## src/rtl/epq_pkg.sv

```systemverilog
// Shared types, constants and codes for the endpoint probability qualifier.
package epq_pkg;

  localparam int          WINDOW_DEFAULT  = 5;
  localparam logic [15:0] PROB_ONE        = 16'd32768;
  localparam logic [15:0] CONF_HALF       = 16'd16384;
  localparam logic [7:0]  RUN_MAX         = 8'd255;
  localparam logic [15:0] THRESHOLD_RESET = 16'd27853;
  localparam logic [7:0]  PERSIST_RESET   = 8'd3;

  localparam int CFG_IDX_W  = 1;
  localparam int CFG_DATA_W = 16;

  typedef enum logic [CFG_IDX_W-1:0] {
    CFG_THRESHOLD   = 1'b0,
    CFG_PERSISTENCE = 1'b1
  } cfg_idx_t;

  typedef enum logic {
    KIND_SAMPLE  = 1'b0,
    KIND_RESTART = 1'b1
  } kind_t;

  typedef struct packed {
    logic        kind;
    logic [15:0] raw_probability;
    logic [15:0] confidence;
  } in_item_t;

  typedef struct packed {
    logic [15:0] smoothed_probability;
    logic        frame_passes;
    logic [7:0]  run_length;
    logic        endpoint_flag;
  } out_item_t;

  typedef struct packed {
    logic rd_en;
    logic wr_en;
    logic clear;
  } win_cmd_t;

  typedef enum logic [2:0] {
    ST_IDLE,
    ST_READ,
    ST_UPDATE,
    ST_START,
    ST_DIV,
    ST_DONE
  } state_t;

endpackage

```

## src/rtl/epq_window.sv

```systemverilog
// Sample window: one-port memory with running sum, fill count and write slot.
module epq_window import epq_pkg::*; #(
  parameter int WINDOW = WINDOW_DEFAULT,
  localparam int SUM_W  = $clog2(WINDOW * int'(PROB_ONE) + 1),
  localparam int FILL_W = $clog2(WINDOW + 1)
) (
  input  logic              clk,
  input  logic              rst_n,
  input  win_cmd_t          cmd,
  input  logic [15:0]       wr_data,
  output logic [SUM_W-1:0]  sum,
  output logic [FILL_W-1:0] fill
);

  localparam int SLOT_W = (WINDOW > 1) ? $clog2(WINDOW) : 1;

  logic [15:0]       mem [WINDOW];
  logic [15:0]       rd_data_r;
  logic [SUM_W-1:0]  sum_r, sum_nxt;
  logic [FILL_W-1:0] fill_r;
  logic [SLOT_W-1:0] slot_r, slot_nxt;
  logic              full;

  assign full = (fill_r == FILL_W'(WINDOW));

  always_comb begin
    sum_nxt = sum_r + SUM_W'(wr_data);
    if (full) begin
      sum_nxt = sum_nxt - SUM_W'(rd_data_r);
    end
    slot_nxt = (slot_r == SLOT_W'(WINDOW - 1)) ? '0 : slot_r + 1'b1;
  end

  always_ff @(posedge clk) begin
    if (cmd.rd_en) begin
      rd_data_r <= mem[slot_r];
    end
    if (cmd.wr_en) begin
      mem[slot_r] <= wr_data;
    end
  end

  always_ff @(posedge clk) begin
    if (!rst_n || cmd.clear) begin
      sum_r  <= '0;
      fill_r <= '0;
      slot_r <= '0;
    end else if (cmd.wr_en) begin
      sum_r  <= sum_nxt;
      slot_r <= slot_nxt;
      if (!full) begin
        fill_r <= fill_r + 1'b1;
      end
    end
  end

  assign sum  = sum_r;
  assign fill = fill_r;

endmodule

```

## src/rtl/epq_div.sv

```systemverilog
// Restoring divider, one quotient bit per cycle.
module epq_div import epq_pkg::*; #(
  parameter int DIVIDEND_W = 18,
  parameter int DIVISOR_W  = 3
) (
  input  logic                  clk,
  input  logic                  rst_n,
  input  logic                  start,
  input  logic [DIVIDEND_W-1:0] dividend,
  input  logic [DIVISOR_W-1:0]  divisor,
  output logic                  done,
  output logic [DIVIDEND_W-1:0] quotient
);

  localparam int CNT_W = $clog2(DIVIDEND_W + 1);

  logic [DIVIDEND_W-1:0] quo_r;
  logic [DIVISOR_W-1:0]  rem_r, rem_nxt;
  logic [DIVISOR_W-1:0]  divisor_r;
  logic [CNT_W-1:0]      cnt_r;
  logic                  busy_r;
  logic                  done_r;
  logic [DIVISOR_W:0]    trial;
  logic                  qbit;

  always_comb begin
    trial = {rem_r, quo_r[DIVIDEND_W-1]};
    qbit  = (trial >= {1'b0, divisor_r});
    if (qbit) begin
      rem_nxt = DIVISOR_W'(trial - {1'b0, divisor_r});
    end else begin
      rem_nxt = trial[DIVISOR_W-1:0];
    end
  end

  always_ff @(posedge clk) begin
    if (start) begin
      quo_r     <= dividend;
      rem_r     <= '0;
      divisor_r <= divisor;
    end else if (busy_r) begin
      quo_r <= {quo_r[DIVIDEND_W-2:0], qbit};
      rem_r <= rem_nxt;
    end
  end

  always_ff @(posedge clk) begin
    if (!rst_n) begin
      busy_r <= 1'b0;
      done_r <= 1'b0;
      cnt_r  <= '0;
    end else begin
      done_r <= 1'b0;
      if (start) begin
        busy_r <= 1'b1;
        cnt_r  <= CNT_W'(DIVIDEND_W);
      end else if (busy_r) begin
        cnt_r <= cnt_r - 1'b1;
        if (cnt_r == CNT_W'(1)) begin
          busy_r <= 1'b0;
          done_r <= 1'b1;
        end
      end
    end
  end

  assign done     = done_r;
  assign quotient = quo_r;

endmodule

```

## src/rtl/endpoint_probability_qualifier_top.sv

```systemverilog
// Top level: sequencer, run counter, registers and output stage.
//
//   port group | direction | handshake           | payload
//   in_        | input     | in_valid / in_stall   | in_item_t
//   out_       | output    | out_valid / out_stall | out_item_t
//   cfg_       | input     | cfg_wr_en             | cfg_index, cfg_wdata
//
// A sample's result is valid after it is accepted and has passed through
// window read, update, divide start, the bit-serial divide of the window sum
// by the fill count, then the output load. The next transaction is taken only
// once the block is idle again after that load.
// A restart clears the window and run length and gives no transaction.
// Reset is synchronous; the window memory itself is not cleared.
// The output register holds a result under out_stall while the next sample
// is worked on; that sample waits at the end until the register is free.
module endpoint_probability_qualifier_top import epq_pkg::*; #(
  parameter int WINDOW = WINDOW_DEFAULT
) (
  input  logic                  clk,
  input  logic                  rst_n,
  input  logic                  in_valid,
  output logic                  in_stall,
  input  in_item_t              in_data,
  output logic                  out_valid,
  input  logic                  out_stall,
  output out_item_t             out_data,
  input  logic                  cfg_wr_en,
  input  logic [CFG_IDX_W-1:0]  cfg_index,
  input  logic [CFG_DATA_W-1:0] cfg_wdata
);

  localparam int SUM_W  = $clog2(WINDOW * int'(PROB_ONE) + 1);
  localparam int FILL_W = $clog2(WINDOW + 1);

  state_t            state_r, state_nxt;
  win_cmd_t          cmd;
  logic              in_accept;
  logic              out_free;
  logic [15:0]       prob_r;
  logic [15:0]       conf_r;
  logic [15:0]       thr_r;
  logic [7:0]        persist_r;
  logic [7:0]        run_r, run_nxt;
  logic              out_valid_r;
  out_item_t         out_data_r, out_data_nxt;
  logic              out_load;
  logic              div_start;
  logic              div_done;
  logic [SUM_W-1:0]  win_sum;
  logic [FILL_W-1:0] win_fill;
  logic [SUM_W-1:0]  quotient;
  logic [15:0]       mean;
  logic              passes;

  assign in_stall  = (state_r != ST_IDLE);
  assign in_accept = in_valid && !in_stall;
  assign out_free  = !out_valid_r || !out_stall;

  epq_window #(.WINDOW(WINDOW)) u_window (
    .clk     (clk),
    .rst_n   (rst_n),
    .cmd     (cmd),
    .wr_data (prob_r),
    .sum     (win_sum),
    .fill    (win_fill)
  );

  epq_div #(.DIVIDEND_W(SUM_W), .DIVISOR_W(FILL_W)) u_div (
    .clk      (clk),
    .rst_n    (rst_n),
    .start    (div_start),
    .dividend (win_sum),
    .divisor  (win_fill),
    .done     (div_done),
    .quotient (quotient)
  );

  assign mean   = quotient[15:0];
  assign passes = (mean >= thr_r) && (conf_r > CONF_HALF);

  always_comb begin
    state_nxt = state_r;
    cmd       = '0;
    div_start = 1'b0;
    out_load  = 1'b0;
    unique case (state_r)
      ST_IDLE: begin
        if (in_accept) begin
          if (in_data.kind == KIND_RESTART) begin
            cmd.clear = 1'b1;
          end else begin
            state_nxt = ST_READ;
          end
        end
      end
      ST_READ: begin
        cmd.rd_en = 1'b1;
        state_nxt = ST_UPDATE;
      end
      ST_UPDATE: begin
        cmd.wr_en = 1'b1;
        state_nxt = ST_START;
      end
      ST_START: begin
        div_start = 1'b1;
        state_nxt = ST_DIV;
      end
      ST_DIV: begin
        if (div_done) begin
          state_nxt = ST_DONE;
        end
      end
      ST_DONE: begin
        if (out_free) begin
          out_load  = 1'b1;
          state_nxt = ST_IDLE;
        end
      end
      default: state_nxt = ST_IDLE;
    endcase
  end

  always_comb begin
    if (!passes) begin
      run_nxt = '0;
    end else if (run_r != RUN_MAX) begin
      run_nxt = run_r + 1'b1;
    end else begin
      run_nxt = run_r;
    end
    out_data_nxt.smoothed_probability = mean;
    out_data_nxt.frame_passes         = passes;
    out_data_nxt.run_length           = run_nxt;
    out_data_nxt.endpoint_flag        = (run_nxt >= persist_r);
  end

  always_ff @(posedge clk) begin
    if (!rst_n) begin
      state_r <= ST_IDLE;
    end else begin
      state_r <= state_nxt;
    end
  end

  always_ff @(posedge clk) begin
    if (in_accept) begin
      prob_r <= (in_data.raw_probability > PROB_ONE) ? PROB_ONE : in_data.raw_probability;
      conf_r <= in_data.confidence;
    end
    if (out_load) begin
      out_data_r <= out_data_nxt;
    end
  end

  always_ff @(posedge clk) begin
    if (!rst_n) begin
      run_r       <= '0;
      out_valid_r <= 1'b0;
    end else begin
      if (cmd.clear) begin
        run_r <= '0;
      end else if (out_load) begin
        run_r <= run_nxt;
      end
      if (out_load) begin
        out_valid_r <= 1'b1;
      end else if (!out_stall) begin
        out_valid_r <= 1'b0;
      end
    end
  end

  always_ff @(posedge clk) begin
    if (!rst_n) begin
      thr_r     <= THRESHOLD_RESET;
      persist_r <= PERSIST_RESET;
    end else if (cfg_wr_en) begin
      unique case (cfg_idx_t'(cfg_index))
        CFG_THRESHOLD:   thr_r     <= cfg_wdata;
        CFG_PERSISTENCE: persist_r <= cfg_wdata[7:0];
        default: ;
      endcase
    end
  end

  assign out_valid = out_valid_r;
  assign out_data  = out_data_r;

endmodule

```

## config.mk

```make
export PLATFORM = sky130hd
export DESIGN_NAME = endpoint_probability_qualifier_top
export DESIGN_NICKNAME = d
export VERILOG_FILES = /design/src/rtl/epq_pkg.sv /design/src/rtl/epq_window.sv /design/src/rtl/epq_div.sv /design/src/rtl/endpoint_probability_qualifier_top.sv
export SDC_FILE = /design/constraint.sdc
export NUM_CORES = 1
export LEC_CHECK = 0
export BUFFER_PORTS_ARGS = -buffer_cell sky130_fd_sc_hd__clkbuf_2
export CAP_MARGIN = 25
export CORE_MARGIN = 2
export CORE_UTILIZATION = 45
export DETAILED_ROUTE_END_ITERATION = 10
export GPL_ROUTABILITY_DRIVEN = 0
export GPL_TIMING_DRIVEN = 0
export SKIP_LAST_GASP = 1
export SLEW_MARGIN = 30
export SYNTH_ARGS = -nofsm -noshare
export SYNTH_HDL_FRONTEND = slang
export SYNTH_SLANG_ARGS = --single-unit
```

## constraint.sdc

```tcl
create_clock -name clk -period 5.1 [get_ports clk]
set_input_delay 1.275 -clock clk [delete_from_list [all_inputs] [get_ports clk]]
set_output_delay 1.275 -clock clk [all_outputs]
set_load 0.01 [all_outputs]
```

==> results of run 1 <==
[flip-flops by register name, summed over array words and instances (netlist names)]
register            cells
prob_r                 16
persist_r               8
u_div.cnt_r             5
u_window.rd_data_r     16
u_window.sum           18
out_valid               1
run_r                   8
u_div.divisor_r         3
u_div.done              1
state_r                 3
u_window.mem           80
conf_r                 16
u_div.busy_r            1
u_div.quotient         18
u_div.rem_r             3
thr_r                  16
u_window.fill           3
out_data               26
u_window.slot_r         3
[kinds of logic after synthesis]
logic type | after synthesis
simple gates | 316
compound gates | 250
flops | 245
buf+inv | 106
fa+ha+maj | 69
xor+xnor | 36
mux | 21
[per-stage QoR]
step	hold WS (ns)	util [%]	power (mW)
floorplan	0.426	-	2.85
global placement	0.435	49.1	3.03
detailed placement	0.438	49.6	3.05
CTS	0.449	52.8	4.84
global route	0.483	52.8	5.02
finish	0.450	52.8	4.80
[synthesized netlist by cell type (all sizes together) (9+ instances only)]
| master | instances | share of area [%] |
|---|---|---|
| a21oi | 76 | 3.4 |
| nand2 | 131 | 4.2 |
| mux2i | 21 | 1.8 |
| dfxtp | 70 | 12 |
| a21o | 13 | 0.85 |
| ha | 66 | 7.1 |
| a21boi | 16 | 1.0 |
| nor3 | 13 | 0.56 |
| xor2 | 17 | 1.3 |
| edfxtp | 175 | 45 |
| and3 | 9 | 0.49 |
| a211oi | 17 | 1.2 |
| inv | 62 | 2.0 |
| o21ai | 50 | 2.2 |
| nor2b | 23 | 1.2 |
| xnor2 | 19 | 1.4 |
| nand2b | 9 | 0.49 |
| nand3 | 16 | 0.73 |
| nor4 | 11 | 0.59 |
| a22oi | 17 | 1.1 |
| clkbuf | 36 | 1.2 |
| nor2 | 72 | 2.3 |
| o211ai | 15 | 1.0 |
[cell usage in the layout, fill, tap and decap left out, types with 15 or more instances in the layout]
| cell type | n |
|---|---|
| edfxtp_1 | 175 |
| nand2_1 | 131 |
| clkbuf_2 | 81 |
| a21oi_1 | 73 |
| nor2_1 | 71 |
| dfxtp_1 | 70 |
| ha_1 | 66 |
| inv_1 | 61 |
| o21ai_0 | 47 |
| clkbuf_1 | 44 |
| clkbuf_16 | 27 |
| nor2b_1 | 23 |
| mux2i_1 | 21 |
| xnor2_1 | 19 |
| xor2_1 | 17 |
| a22oi_1 | 17 |
| a21boi_0 | 16 |
| a211oi_1 | 15 |
| nand3_1 | 15 |
[routing by layer]
metal | global-route usage [%] | share of wire [%] | up-vias
met5 | 0 | 0 | -
met4 | 6.21 | 2.8 | 0
met3 | 2.79 | 5.0 | 44
met2 | 31.1 | 47 | 182
met1 | 24.3 | 46 | 3611
li1 | - | - | 4028
[final cells by class]
type,count,area (µm²),area share (%)
Buffer,44,171,1.29
Timing Repair Buffer,93,493,3.70
Sequential cell,245,6660,50.0
Inverter,62,233,1.75
Tap cell,330,413,3.10
Clock buffer,35,706,5.30
Multi-Input combinational cell,692,4560,34.2
Clock inverter,10,92.6,0.695
[power by group]
part           switching, mW  leakage, nW  internal (mW)
Clock                  0.729        0.388           1.06
Combinational          0.411         2.61          0.288
Sequential            0.0674         2.18           2.24
Total                   1.21         5.18           3.59
[critical path, stage by stage, from the launching register on]
cell       delay, ns
edfxtp_1        0.52
ha_1            0.29
fa_1            0.43
a211oi_2        0.27
o211ai_2        0.16
a31o_2          0.27
a21oi_1         0.25
o21ai_0         0.16
xor2_1          0.18
ha_1            0.39
and3_1          0.21
nand3_1         0.10
a2bb2oi_1       0.15
o211a_1         0.16
o31ai_1         0.44
o2111ai_1       0.19
o41ai_2         0.15
mux2i_1         0.22
[final timing paths]
kind	endpoint	cells past startpoint	slack [ns]	from
min	out_data[10]	0	0.45	u_div.quotient[0]
max reg2reg	u_window.sum[17]	17	0.50	prob_r[0]
min reg2reg	out_data[10]	0	0.45	u_div.quotient[0]
max	u_window.sum[17]	17	0.50	prob_r[0]
==> results.cfg, run 1 <==
[cells_and_area]
fillers = 2265
fin_cells = 1511
area_growth_pct = 15.1
final_cell_area_um2 = 13300
antenna_cells = 0
drive_above_1_share_pct = 14.0
nets = 1288

[clock_network]
cts_setup_buffers = 0
numClockSinks = 245
clock_latency_ns = 0.53
cts_buffers = 26
cts-root-buf = clkbuf_16
cts_buffer_depth = 3
postCtsHoldBufs = 0
clk_pin_slew_ns = 0.06
cts_resized = 0
cts_tree = built
htreeDepth = 1

[floorplan]
die_w_um = 164
io_pins = 83
die_h_um = 164
core_area_um2 = 25300
start_util_pct = 45.8
die_area_um2 = 27000
rows = 58

[synthesis]
synth_flop_cell = edfxtp_1
yosys.area_share.simple_pct = 12.6
synth_compound_area_share_pct = 14.2
synth-seq-area-share_pct = 57.5
synth_top_family_by_area = compound AO/OA/AOI/OAI gates
async_reset_ff_share_pct = 0
synth-edff-count = 175
ys_seq_elements = 245
synthCells = 1043
ys_types = 63
syn_nets = 1167
muxShareOfSynthArea_pct = 1.82
syn-cell-area_um2 = 11600
synth_xor_xnor_area_share_pct = 2.72
yosysWarnings = 0
syn_avg_cell_area_um2 = 11.1
synth_fa_ha_area_share_pct = 7.65

[sta]
setup_tns_ns = 0
clock_skew_ns = 0.0107
setup_slack_ns = 0.495
tightest_slew_ns = 0.858
final-max-slew-violation-count = 0
fin_crit_ns = 4.60
slew_headroom_pct = 42.3
fin_crit_sh_pct = 90.3
setup_violations = 0
rsz0062_at_grt = no
clock.fmax_mhz = 217
final_hold_viol_count = 0

[drt]
ant_nets = 0
vias_per_cell = 5.21
vias = 7865
drc_errors = 0
route.detailed.wl_per_inst_um = 16.0
first_pass_iters = 5
wl_um = 24200
drt-initial-drc-count = 436

[placement]
placed_cells = 1466
io_buffers = 81
dp_hpwl_um = 18400
placed_cell_area_um2 = 12500
post-place-ws_ns = 0.553

[run]
maxCapViolCount = 0

[setup_path]
cp-start-kind = flip-flop
end_kind = flip-flop
path_class = reg -> reg
required_ns = 5.55
critPathArrivalTime_ns = 5.06
path_max_fanout = 6

[power_and_ir_drop]
power.density_nw_per_um2 = 360
peakVddDrop_uv = 228
p_leak_nw = 5.18

[global_routing]
grt_pass1_wl_um = 39300
antenna_found_initial = 0
grt_use_total_pct = 18.4
grt_overflow = 0
grt_max_degree = 30
grt_pass1_vias = 7800

[worst_hold_path]
hold_class = reg -> reg

[status]
outcome = completed
Note: power is estimated with default switching activity, not from simulation.
==> run 2, diff against run 1 <==
CELL_PAD_IN_SITES_DETAIL_PLACEMENT = 1   (was unset)
CELL_PAD_IN_SITES_GLOBAL_PLACEMENT = 1   (was unset)
PLACE_DENSITY_LB_ADDON = 0.1   (was unset)
==> results.cfg, run 2 (synthesis gave the netlist of run 1 again) <==
[cells_and_area]
mostFrequentLayoutCells = edfxtp_1, nand2_1, clkbuf_2, a21oi_1, nor2_1
max_flop_register = u_window.mem
fin_cells = 1515
final_common_cell = edfxtp_1
largest_reg_flops = 80
area_growth_pct = 15.7
nets = 1288
fillers = 2713
antenna_cells = 0
drive_above_1_share_pct = 14.6

[setup_path]
cp-start-kind = flip-flop
end_kind = flip-flop
path_class = reg -> reg
cp_top_family = compound AO/OA/AOI/OAI gates
path_max_fanout = 6
cp.depth = 17
critical-path-max-stage-delay_ns = 0.50
critPathSlowestCell = edfxtp_1
critPathBufInv = 0
critical_path.cell_chain = ha_1 -> fa_1 -> a211oi_2 -> o211ai_2 -> a31o_2 -> a21oi_1 -> o21ai_0 -> xor2_1 -> ha_1 -> and3_1 -> nand3_1 -> a2bb2oi_1 -> o211a_1 -> o31ai_1 -> o2111ai_1 -> o41ai_2 -> mux2i_1
reg2reg_depth = 17
r2r_end = u_window.sum[17]
reg2reg_from = prob_r[0]
required_ns = 5.58
crit_top_cell = ha_1
critPathArrivalTime_ns = 5.06
rrSetupSlack_ns = 0.52

[floorplan]
io_pins = 83
die_w_um = 164
rows = 58
start_util_pct = 45.8
die_area_um2 = 27000
die_h_um = 164
core_area_um2 = 25300

[clock_network]
clock_latency_ns = 0.55
cts_resized = 0
htreeDepth = 1
cts_buffers = 27
cts-root-buf = clkbuf_16
cts_tree = built
cts_setup_buffers = 0
numClockSinks = 245
cts_buffer_depth = 3
clk_pin_slew_ns = 0.06
postCtsHoldBufs = 0

[sta]
slew_headroom_pct = 41.1
tightest_slew_ns = 0.877
final_hold_viol_count = 0
clock.fmax_mhz = 218
fin_hold_ws_ns = 0.461
clock_skew_ns = 0.00848
fin_crit_ns = 4.58
setup_tns_ns = 0
final-max-slew-violation-count = 0
fin_crit_sh_pct = 89.9
setup_violations = 0
setup_slack_ns = 0.517
rsz0062_at_grt = no

[placement]
placed_cells = 1465
post-place-ws_ns = 0.535
dp_hpwl_um = 21800
io_buffers = 81

[drt]
drt-initial-drc-count = 424
drc_errors = 0
vias = 8285
wl_um = 28600
route.detailed.wl_per_inst_um = 18.9
ant_nets = 0
first_pass_iters = 5
vias_per_cell = 5.47

[power_and_ir_drop]
power.density_nw_per_um2 = 371
p_leak_nw = 5.22
peakVddDrop_uv = 290

[worst_hold_path]
min_from = u_div.quotient[0]
hold_class = reg -> reg
holdPathEnd = out_data[10]
holdPathStages = 0

[global_routing]
antenna_found_initial = 1
grt_pass1_wl_um = 45800
grt_use_total_pct = 21.8
grt_max_degree = 30
grt_overflow = 0
grt_pass1_vias = 8651

[run]
maxCapViolCount = 0

[status]
outcome = completed
[run 2: changes by cell type in the layout (fill, tap and decap cells not counted), moves of 2 or more]
| cell | before | now |
|---|---|---|
| clkbuf_1 | 44 | 46 |
| clkinv_1 | 6 | 0 |
| clkbuf_8 | 0 | 4 |
| clkinv_2 | 2 | 5 |
[run 2: layout make-up]
type / instances / area [µm²] / area share, %
buffer: 44 / 171 / 1.28
clock buffer: 41 / 768 / 5.73
clock inverter: 9 / 113 / 0.840
inverter: 62 / 233 / 1.74
multi-input combinational: 692 / 4560 / 34.0
sequential: 245 / 6660 / 49.7
tap: 330 / 413 / 3.08
timing repair buffer: 92 / 485 / 3.62
[run 2: worst reg2reg max path: stages, from the launching register on]
cell and delay [ns]:
edfxtp_1 0.50, ha_1 0.28, fa_1 0.44, a211oi_2 0.28, o211ai_2 0.16, a31o_2 0.27
a21oi_1 0.29, o21ai_0 0.17, xor2_1 0.18, ha_1 0.39, and3_1 0.21, nand3_1 0.10
a2bb2oi_1 0.15, o211a_1 0.17, o31ai_1 0.42, o2111ai_1 0.18, o41ai_2 0.12, mux2i_1 0.21
[run 2: routing by layer]
metal / vias up / share of wire (%) / wire length [µm] / global-route usage, %
li1: 4022 / - / - / -
met4: 0 / 2.6 / 750 / 5.93
met3: 45 / 3.3 / 929 / 2.39
met2: 145 / 49 / 14000 / 38.8
met1: 4073 / 45 / 12900 / 28.3
met5: - / 0 / 0 / 0
[run 2: worst max-delay path by stage]
stage	start	end
2_1_floorplan	prob_r[0]	u_window.sum[17]
3_3_place_gp	in_valid	u_window.sum[9]
3_5_place_dp	prob_r[0]	u_window.sum[17]
4_1_cts	prob_r[0]	u_window.sum[17]
5_1_grt	prob_r[0]	u_window.sum[17]
6_report	prob_r[0]	u_window.sum[17]
[run 2: through the flow]
step | util [%] | total power, mW | cell area (µm²)
global route | 53.1 | 5.19 | 13400
floorplan | - | 2.85 | 11600
finish | 53.1 | 4.97 | 13400
detailed placement | 49.6 | 3.08 | 12500
CTS | 53.1 | 5.02 | 13400
global placement | 49.1 | 3.04 | 12400
[run 2: where the power goes]
group / total (mW) / leakage, nW / switching [mW] / internal, mW
clock network: 1.93 / 0.431 / 0.791 / 1.14
logic: 0.726 / 2.60 / 0.437 / 0.288
registers: 2.31 / 2.18 / 0.0721 / 2.24
